## src/design/asfp_pkg.sv

```systemverilog
// Package for the ASCII sensor frame parser.
// Holds the frame layout constants, sample types and the offset decode function.
// Has no dependencies.
`timescale 1ns / 1ps

package asfp_pkg;

    // Frame layout
    localparam int unsigned FrameLen   = 21;
    localparam int unsigned OffW       = 5;
    localparam int unsigned AccW       = 19;
    localparam int unsigned SampleW    = 12;
    localparam int unsigned NumFields  = 4;
    localparam logic [OffW-1:0] LfOffset = OffW'(19);
    localparam logic [OffW-1:0] CrOffset = OffW'(20);
    localparam logic [OffW-1:0] EndOffset = OffW'(FrameLen);

    // Characters
    localparam logic [7:0] CharComma = 8'h2C;
    localparam logic [7:0] CharLf    = 8'h0A;
    localparam logic [7:0] CharCr    = 8'h0D;
    localparam logic signed [AccW-1:0] CharZero = AccW'(48);

    // Recentering offset for the AC fields
    localparam logic [SampleW-1:0] AcOffset = SampleW'(2048);

    typedef logic signed [AccW-1:0] acc_t;

    // Field index and character position inside the field for one offset.
    typedef struct packed {
        logic [1:0] field;
        logic [2:0] pos;
    } slot_t;

    typedef struct packed {
        logic signed [SampleW-1:0] red_ac;
        logic        [SampleW-1:0] red_dc;
        logic signed [SampleW-1:0] infrared_ac;
        logic        [SampleW-1:0] infrared_dc;
    } sample_t;

    // Split an offset into field and position (offset / 5 and offset % 5 for offsets below 20).
    function automatic slot_t decode_offset(input logic [OffW-1:0] off);
        slot_t s;
        if (off >= OffW'(15)) begin
            s.field = 2'd3;
            s.pos   = 3'(off - OffW'(15));
        end
        else if (off >= OffW'(10)) begin
            s.field = 2'd2;
            s.pos   = 3'(off - OffW'(10));
        end
        else if (off >= OffW'(5)) begin
            s.field = 2'd1;
            s.pos   = 3'(off - OffW'(5));
        end
        else begin
            s.field = 2'd0;
            s.pos   = 3'(off);
        end
        return s;
    endfunction

    // Weighted contribution of one character at a given digit position.
    function automatic acc_t digit_term(input logic [7:0] data, input logic [2:0] pos);
        acc_t d;
        acc_t term;
        d = AccW'(signed'(data)) - CharZero;
        case (pos)
            3'd0:    term = AccW'(d * AccW'(1000));
            3'd1:    term = AccW'(d * AccW'(100));
            3'd2:    term = AccW'(d * AccW'(10));
            default: term = d;
        endcase
        return term;
    endfunction

endpackage

```

## src/design/ascii_sensor_frame_parser.sv

```systemverilog
// The CR byte that closes a frame loads its sample into the result or skid register.
// Throughput: one byte per cycle while in_stall is low; each frame byte advances the offset
// and checks a separator or updates one field accumulator with a constant multiply-add.
// A two-entry output buffer (result register plus skid register) lets bytes keep flowing
// while a sample waits; input stalls only when both entries are full.
// Reset (rst_n, asynchronous, active low) clears the offset, accumulators and buffers.
`timescale 1ns / 1ps

module ascii_sensor_frame_parser (
    input  logic                               clk,
    input  logic                               rst_n,
    input  logic                               in_valid,
    output logic                               in_stall,
    input  logic [7:0]                         data_byte,
    input  logic                               chunk_start,
    output logic                               out_valid,
    input  logic                               out_stall,
    output logic signed [asfp_pkg::SampleW-1:0] red_ac,
    output logic        [asfp_pkg::SampleW-1:0] red_dc,
    output logic signed [asfp_pkg::SampleW-1:0] infrared_ac,
    output logic        [asfp_pkg::SampleW-1:0] infrared_dc
);

    import asfp_pkg::*;

    logic [OffW-1:0] offset_reg, offset_next;
    logic            sep_ok_reg, sep_ok_next;
    acc_t            acc_reg  [NumFields];
    acc_t            acc_next [NumFields];

    sample_t out_data_reg, skid_data_reg, sample;
    logic    out_valid_reg, out_valid_next;
    logic    skid_valid_reg, skid_valid_next;
    sample_t out_data_next, skid_data_next;

    logic    accept, push, pop, fields_ok;
    logic [OffW-1:0] cur_off;
    logic            cur_sep_ok;
    acc_t            cur_acc [NumFields];
    slot_t           slot;

    assign accept   = in_valid && !in_stall;
    assign in_stall = skid_valid_reg;
    assign pop      = out_valid_reg && !out_stall;

    // Chunk start clears the frame state before the byte is processed.
    always_comb
    begin
        cur_off    = chunk_start ? '0 : offset_reg;
        cur_sep_ok = chunk_start ? 1'b1 : sep_ok_reg;
        for (int i = 0; i < NumFields; i++)
        begin
            cur_acc[i] = chunk_start ? '0 : acc_reg[i];
        end
    end

    assign slot = decode_offset(cur_off);

    // Range check of the four finished fields and the recentered sample.
    always_comb
    begin
        fields_ok = 1'b1;
        for (int i = 0; i < NumFields; i++)
        begin
            if (cur_acc[i][AccW-1:SampleW] != '0)
            begin
                fields_ok = 1'b0;
            end
        end
        sample.red_ac      = signed'(cur_acc[0][SampleW-1:0] - AcOffset);
        sample.red_dc      = cur_acc[1][SampleW-1:0];
        sample.infrared_ac = signed'(cur_acc[2][SampleW-1:0] - AcOffset);
        sample.infrared_dc = cur_acc[3][SampleW-1:0];
    end

    // Per-byte frame update.
    always_comb
    begin
        offset_next = offset_reg;
        sep_ok_next = sep_ok_reg;
        for (int i = 0; i < NumFields; i++)
        begin
            acc_next[i] = acc_reg[i];
        end
        push = 1'b0;
        if (accept)
        begin
            offset_next = cur_off;
            sep_ok_next = cur_sep_ok;
            for (int i = 0; i < NumFields; i++)
            begin
                acc_next[i] = cur_acc[i];
            end
            if (cur_off < EndOffset)
            begin
                offset_next = cur_off + OffW'(1);
                if (cur_off < LfOffset && slot.pos != 3'd4)
                begin
                    acc_next[slot.field] = cur_acc[slot.field] + digit_term(data_byte, slot.pos);
                end
                else if (cur_off == LfOffset)
                begin
                    if (data_byte != CharLf)
                    begin
                        sep_ok_next = 1'b0;
                    end
                end
                else if (cur_off < LfOffset)
                begin
                    if (data_byte != CharComma)
                    begin
                        sep_ok_next = 1'b0;
                    end
                end
                else if (cur_off == CrOffset)
                begin
                    push = (data_byte == CharCr) && cur_sep_ok && fields_ok;
                end
            end
        end
    end

    // Output register with skid entry.
    always_comb
    begin
        out_valid_next  = out_valid_reg;
        out_data_next   = out_data_reg;
        skid_valid_next = skid_valid_reg;
        skid_data_next  = skid_data_reg;
        if (!out_valid_reg || pop)
        begin
            if (skid_valid_reg)
            begin
                out_valid_next  = 1'b1;
                out_data_next   = skid_data_reg;
                skid_valid_next = 1'b0;
            end
            else
            begin
                out_valid_next = push;
                out_data_next  = sample;
            end
        end
        else if (push)
        begin
            skid_valid_next = 1'b1;
            skid_data_next  = sample;
        end
    end

    // Control state.
    always_ff @(posedge clk or negedge rst_n)
    begin
        if (!rst_n)
        begin
            offset_reg     <= '0;
            sep_ok_reg     <= 1'b1;
            out_valid_reg  <= 1'b0;
            skid_valid_reg <= 1'b0;
            for (int i = 0; i < NumFields; i++)
            begin
                acc_reg[i] <= '0;
            end
        end
        else
        begin
            offset_reg     <= offset_next;
            sep_ok_reg     <= sep_ok_next;
            out_valid_reg  <= out_valid_next;
            skid_valid_reg <= skid_valid_next;
            for (int i = 0; i < NumFields; i++)
            begin
                acc_reg[i] <= acc_next[i];
            end
        end
    end

    // Sample payload registers.
    always_ff @(posedge clk)
    begin
        out_data_reg  <= out_data_next;
        skid_data_reg <= skid_data_next;
    end

    assign out_valid   = out_valid_reg;
    assign red_ac      = out_data_reg.red_ac;
    assign red_dc      = out_data_reg.red_dc;
    assign infrared_ac = out_data_reg.infrared_ac;
    assign infrared_dc = out_data_reg.infrared_dc;

endmodule

```

## config.mk

```make
export PLATFORM = sky130hd
export DESIGN_NAME = ascii_sensor_frame_parser
export DESIGN_NICKNAME = d
export VERILOG_FILES = /design/src/design/asfp_pkg.sv /design/src/design/ascii_sensor_frame_parser.sv
export SDC_FILE = /design/constraint.sdc
export NUM_CORES = 1
export LEC_CHECK = 0
export ABC_AREA = 1
export CORE_MARGIN = 2
export CORE_UTILIZATION = 30
export DETAILED_ROUTE_END_ITERATION = 10
export DONT_BUFFER_PORTS = 1
export GPL_ROUTABILITY_DRIVEN = 0
export PLACE_DENSITY = 0.41
export SKIP_LAST_GASP = 1
export SLEW_MARGIN = 20
export SYNTH_ARGS = -nofsm -noshare
export SYNTH_HDL_FRONTEND = slang
export SYNTH_SLANG_ARGS = --single-unit
```

## constraint.sdc

```tcl
create_clock -name clk -period 4.94 [get_ports clk]
set_clock_uncertainty 0.15 [all_clocks]
set_input_delay 0.494 -clock clk [delete_from_list [all_inputs] [get_ports clk]]
set_output_delay 0.494 -clock clk [all_outputs]
set_load 0.03 [all_outputs]
```

# ---- Word level (Yosys, flattened, before mapping)
# Cells that the tools add are included.
# W data, S select, Z words.
dict set report classes {
  reduce_logical 17
  bitwise 2
  n_lt_le_gt_ge 7
  n_shift 0
  n_eq_ne 8
  muxes 42
  addsub 8
  n_mul 3
  n_div 0
}
# op count
set ops {}
lappend ops {{$mux W19} 10}
lappend ops {{$mux W76} 2}
lappend ops {{$bwmux W76} 1}
lappend ops {{$pmux W19 S3} 1}
lappend ops {{$mux W48} 1}
lappend ops {{$bmux W19 S2} 1}
lappend ops {{$demux W19 S2} 1}
lappend ops {{$reduce_bool A7 Y1} 4}
lappend ops {{$sub A12 B12 Y12 const B} 2}
lappend ops {{$mux W1} 20}
lappend ops {{$mux W5} 4}
lappend ops {{$add A19 B19 Y19} 1}
lappend ops {{$mul A9 B8 Y16 const B} 1}
lappend ops {{$mul A9 B6 Y15 const B} 1}
lappend ops {{$mul A9 B4 Y13 const B} 1}
lappend ops {{$eq A5 B5 Y1 const B} 2}
lappend ops {{$ge A5 B4 Y1 const B} 2}
lappend ops {{$lt A5 B5 Y1 const B} 2}
lappend ops {{$sub A8 B7 Y9 const B} 1}
lappend ops {{$eq A8 B4 Y1 const B} 1}
lappend ops {{$ne A8 B4 Y1 const B} 1}
lappend ops {{$ne A8 B6 Y1 const B} 1}
lappend ops {{$logic_and A1 B1 Y1} 6}
lappend ops {{$sub A3 B3 Y3 const B} 2}
lappend ops {{other kinds (16)} 18}
dict set report totals {
  latchBits 0
  wordCells 103
  inputBits 13
  ff_bits 180
  ramBits 0
  output_inout_bits 50
  mem_bits_ro 0
  n_memories 0
}

# ---- Longest topological paths before layout
dict set report logic_depth {
  depth_word 15
  ltp_mapped 35
  mapped_depth_nobuf 34
}

# ---- Least setup slack after synthesis
# Ideal clock, no wire load.
dict set report synth_timing {
  kind {input to register}
  from {input data_byte[6]}
  to {register acc_reg[56] in the netlist's numbering}
  n_path_buf 1
  arrival_ns 6.241
  setup_slack_ns -1.567
  cell_stages 30
  setup_ns 0.117
  t_required_ns 4.673
  path_cell_list {clkbuf_1 > xor2_1 > inv_1 > fa_1 > fa_1 > fa_1 > inv_1 > fa_1 > inv_1 > ha_1 > a21oi_1 > o21ai_0 > a21oi_1 > nor2_1 > o21ai_0 > nand2_1 > a21oi_1 > o21bai_1 > o21ai_0 > a21oi_1 > ha_1 > inv_1 > nor3_1 > nand2_1 > o311ai_0 > inv_1 > nand3_1 > nand3_1 > nand2_1 > nand2_1}
}
dict set report synth_between {
  elab_chain_len 10
  elab_cells_between_ends 12
  classes_between {add/sub (2); mul (3); mux (7)}
}
# item line_no
set synth_rtl {}
lappend synth_rtl {{start: declaration} ascii_sensor_frame_parser.sv:14} ;# input logic [7:0] data_byte,
lappend synth_rtl {{$sub A8 B7 Y9 *} asfp_pkg.sv:68} ;# d = AccW'(signed'(data)) - CharZero;
lappend synth_rtl {{$mul A9 B4 Y13 (tied with other cells)} asfp_pkg.sv:72} ;# 3'd2: term = AccW'(d * AccW'(10));
lappend synth_rtl {{$pmux W19 S3 *} asfp_pkg.sv:69} ;# case (pos)
lappend synth_rtl {{$mux W19 *} ascii_sensor_frame_parser.sv:97} ;# if (cur_off < LfOffset && slot.pos != 3'd4)
lappend synth_rtl {{$mux W19 *} ascii_sensor_frame_parser.sv:94} ;# if (cur_off < EndOffset)
lappend synth_rtl {{$mux W19 *} ascii_sensor_frame_parser.sv:86} ;# if (accept)
lappend synth_rtl {{$add A19 B19 Y19 *} ascii_sensor_frame_parser.sv:99} ;# acc_next[slot.field] = cur_acc[slot.field] + digit_term(data_byte, slot.pos);
lappend synth_rtl {{$bwmux W76 *} ascii_sensor_frame_parser.sv:99}
lappend synth_rtl {{$mux W76 *} ascii_sensor_frame_parser.sv:97}
lappend synth_rtl {{$mux W76 *} ascii_sensor_frame_parser.sv:94}
lappend synth_rtl {{end signal: indexed assignment} ascii_sensor_frame_parser.sv:173} ;# acc_reg[i] <= acc_next[i];
lappend synth_rtl {{end: declaration} ascii_sensor_frame_parser.sv:28} ;# acc_t acc_reg [NumFields];
# Every way passes the cells marked *; elsewhere a longest branch is shown, timed or not. The select of a mux whose other input is x is not followed.
# A chain may end at the register's enable or synchronous reset.

# ---- Final worst setup path
dict set report layout_timing {
  from {input data_byte[4]}
  to {register acc_reg[36] in the netlist's numbering}
}
# Same word-level chain as after synthesis.

==> summary.txt <==
Drt
  – Post-route DRC: 0
  – Post-route ant nets: 0
  – Post-DR wirelength/cell: 18.70 µm
  – Vias post-DR: 11258
  – Pre-antenna DRT Iters: 7
  – Via count normalized by instance count: 4.895
  – Aggregate routed wire length: 43.02 mm
  – 1st-iter DRT viols: 584

Yosys
  – Combined area of all synthesized cells: 0.01290 mm²
  – Synth Instances: 1581
  – Portion of synthesized cell area occupied by the leading cell type: 22.34%
  – Count leader, synth: nand2_1
  – Main area contributors after synthesis: edfxtp_1, dfrtp_1, ha_1
  – Synth cell types: 55
  – Flip-flop and latch count after synthesis: 180
  – Synth area leader: edfxtp_1
  – Main synth FF type: edfxtp_1
  – Number of flops mapped to enable cells by yosys: 96
  – Post-Synthesis Net Count: 1732
  – Average cell area after synthesis: 8.162 µm²
  – Fraction of registers with async set/reset: 46.67%
  – Most numerous cell types in the synthesized netlist: nand2_1, inv_1, o21ai_0, nor2_1, a21oi_1
  – Sequential area share after synthesis: 38.64%
  – Number of synthesis warnings: 0

Timing
  – Final clock period utilization by the worst path: 111.8%
  – Final worst-path setup slack: -585.1 ps
  – Final max-slew violation count: 0
  – Achievable clock frequency: 0.1810 GHz
  – RSZ-0062 raised after global routing: true
  – Clock period minus final worst setup slack: 5525 ps
  – Hold_ws: 104.7 ps
  – Setup Viol. Count Final: 32
  – Worst-Margin Slew: 877.6 ps
  – Number of hold-slack violations in the final timing report: 0
  – Relative slew slack: 41.49%

Die
  – Standard-cell row count: 75
  – Area of the die: ~0.045 mm²
  – Number of ports placed on the die boundary: 63
  – Starting density of the core: 30.56%
  – Die H: 211.4 µm
  – Width of the die: 211.4 µm
  – Placeable core region: 0.04223 mm²

Run status
  – Status: complete, but fails checks
  – Violations in the final reports: setup timing

Setup path
  – Kind of start point of the critical path: primary input
  – CP arrival: ~5700 ps
  – Critical Setup Path Class: in2reg
  – Master of the slowest instance on the critical path: fa_1
  – R2R setup slack: 40 ps
  – Highest cell delay on the worst timing path: 490 ps
  – Kind of end point of the critical path: flop
  – Number of buffers and inverters on the critical path: 9
  – Worst path top cell family by delay: adder cells
  – Crit-path max FO: 5
  – Required time at the worst-slack endpoint: 5130 ps

Placed design
  – Setup slack at placement: -1262 ps
  – # port buffers: 0
  – Half-perimeter wire length after detailed placement: between 30 and 40 mm

Min path
  – Type of the worst min-delay path: in2reg

Layout
  – Post-layout net count: 1899
  – Fraction of layout instances using a drive strength above 1: 23.68%
  – P&R area growth vs syn: 26.88%
  – Inserted Diodes: 0
  – Max reg flops: 76
  – Share of the core filled with cells: 38.77%

Global route
  – Vias in the first global route: 11078
  – Overflow left after global routing: 0
  – Largest net degree at the start of global routing: 85
  – Initial antenna violation count: 0
  – Global-route wire length before repair: 66.56 mm
  – GRT Resource Usage Total: 19.72%

Clock network
  – Clock transition at the registers of the reported paths: approximately 70 ps
  – H-Tree Depth: 4
  – CTS tree: built
  – Number of clock sinks: between 150 and 200
  – Number of buffers on the longest clock path: 2
  – CTS root buf: clkbuf_16
  – Later-pin clock latency in the skew report: approximately 450 ps
  – Number of buffers inserted during clock tree synthesis: 17

Flow run
  – # Max-Cap Violations: 0

Power
  – Static Leakage: 7.360 nW
  – Power density normalized to cell area: around 600 mW/mm²
  – Largest voltage drop on the vdd net: 0.0003427 V
-- kinds of logic (layout without fill, tap and decap cells) --
kind of cell | count (synthesis) | in the layout | share of synthesized area, %
adder cells (fa/ha/maj) | 138 | 138 | 15.42
XOR/XNOR | 36 | 36 | 2.443
flip-flops | 180 | 180 | 38.64
AO/OA/AOI/OAI | 396 | 396 | 17.39
buffers and inverters | 322 | 502 | 9.511
AND/OR/NAND/NOR | 509 | 509 | 16.60
-- cell type report --
type	instances	area [µm²]
inverter	264	1007
multi-input combinational	1079	7541
clock buffer	18	429.2
fill	4305	25850
timing repair buffer	206	1622
sequential	180	4987
tap	539	674.4
clock inverter	14	112.6
-- report_power, final --
group	switching, mW	internal, mW
Sequential	0.193	1.84
Combinational	3.56	2.88
Clock	0.608	0.688
Total	4.37	5.41
-- what timing repair did --
action	4_1_cts	5_1_grt
setup endpoints to repair	40	55
hold buffers	2	0
pin swaps	61	37
resized for setup	57	76
buffers inserted	7	12
endpoints found under the hold margin	84	0
-- per-layer routing --
layer / vias up / share of wire, % / track usage, %
met5: - / 0 / 0
met4: 0 / 2.0 / 5.367
met3: 38 / 2.8 / 2.374
met2: 192 / 49 / 33.87
met1: 5421 / 46 / 26.19
li1: 5607 / - / -
-- metrics by stage --
stage,setup TNS [ps],area (µm²),cells,total power [mW]
final,-9074,16370,2300,9.776
after global routing,-18860,16370,2300,10.55
after CTS,-9091,15930,2289,9.155
after detailed placement,-33140,15030,2249,7.286
after global placement,-31870,15030,2249,7.275
after floorplan,-15440,13160,1581,5.113
-- placed cells by master, fill, tap and decap left out, types with 10 or more instances in the layout --
master       n
a31oi_1     10
o22ai_1     23
nand4_1     10
inv_1      227
inv_2       29
a21oi_2     23
o21ai_0    153
o21ai_1     19
edfxtp_1    96
fa_1        33
dfrtp_1     82
buf_4      197
ha_4        16
ha_1        85
nor2_1     124
nand2_2     22
nand2_1    262
nand3_1     29
o211ai_1    19
clkbuf_16   17
xor2_1      16
a21oi_1     84
-- path summary, 6_finish.rpt --
path                                             end                      start  cells past startpoint
max                          acc_reg[36]$_DFFE_PN0P_               data_byte[4]                     32
min                           sep_ok_reg$_DFFE_PN1P_                chunk_start                      2
max reg2reg                  acc_reg[70]$_DFFE_PN0P_  offset_reg[1]$_DFFE_PN0P_                     32
min reg2reg                  acc_reg[37]$_DFFE_PN0P_    acc_reg[37]$_DFFE_PN0P_                      2
max in group asynchronous    acc_reg[26]$_DFFE_PN0P_                      rst_n                      2
min in group asynchronous  offset_reg[3]$_DFFE_PN0P_                      rst_n                      2
No activity file was read; power rests on OpenSTA's default activity.
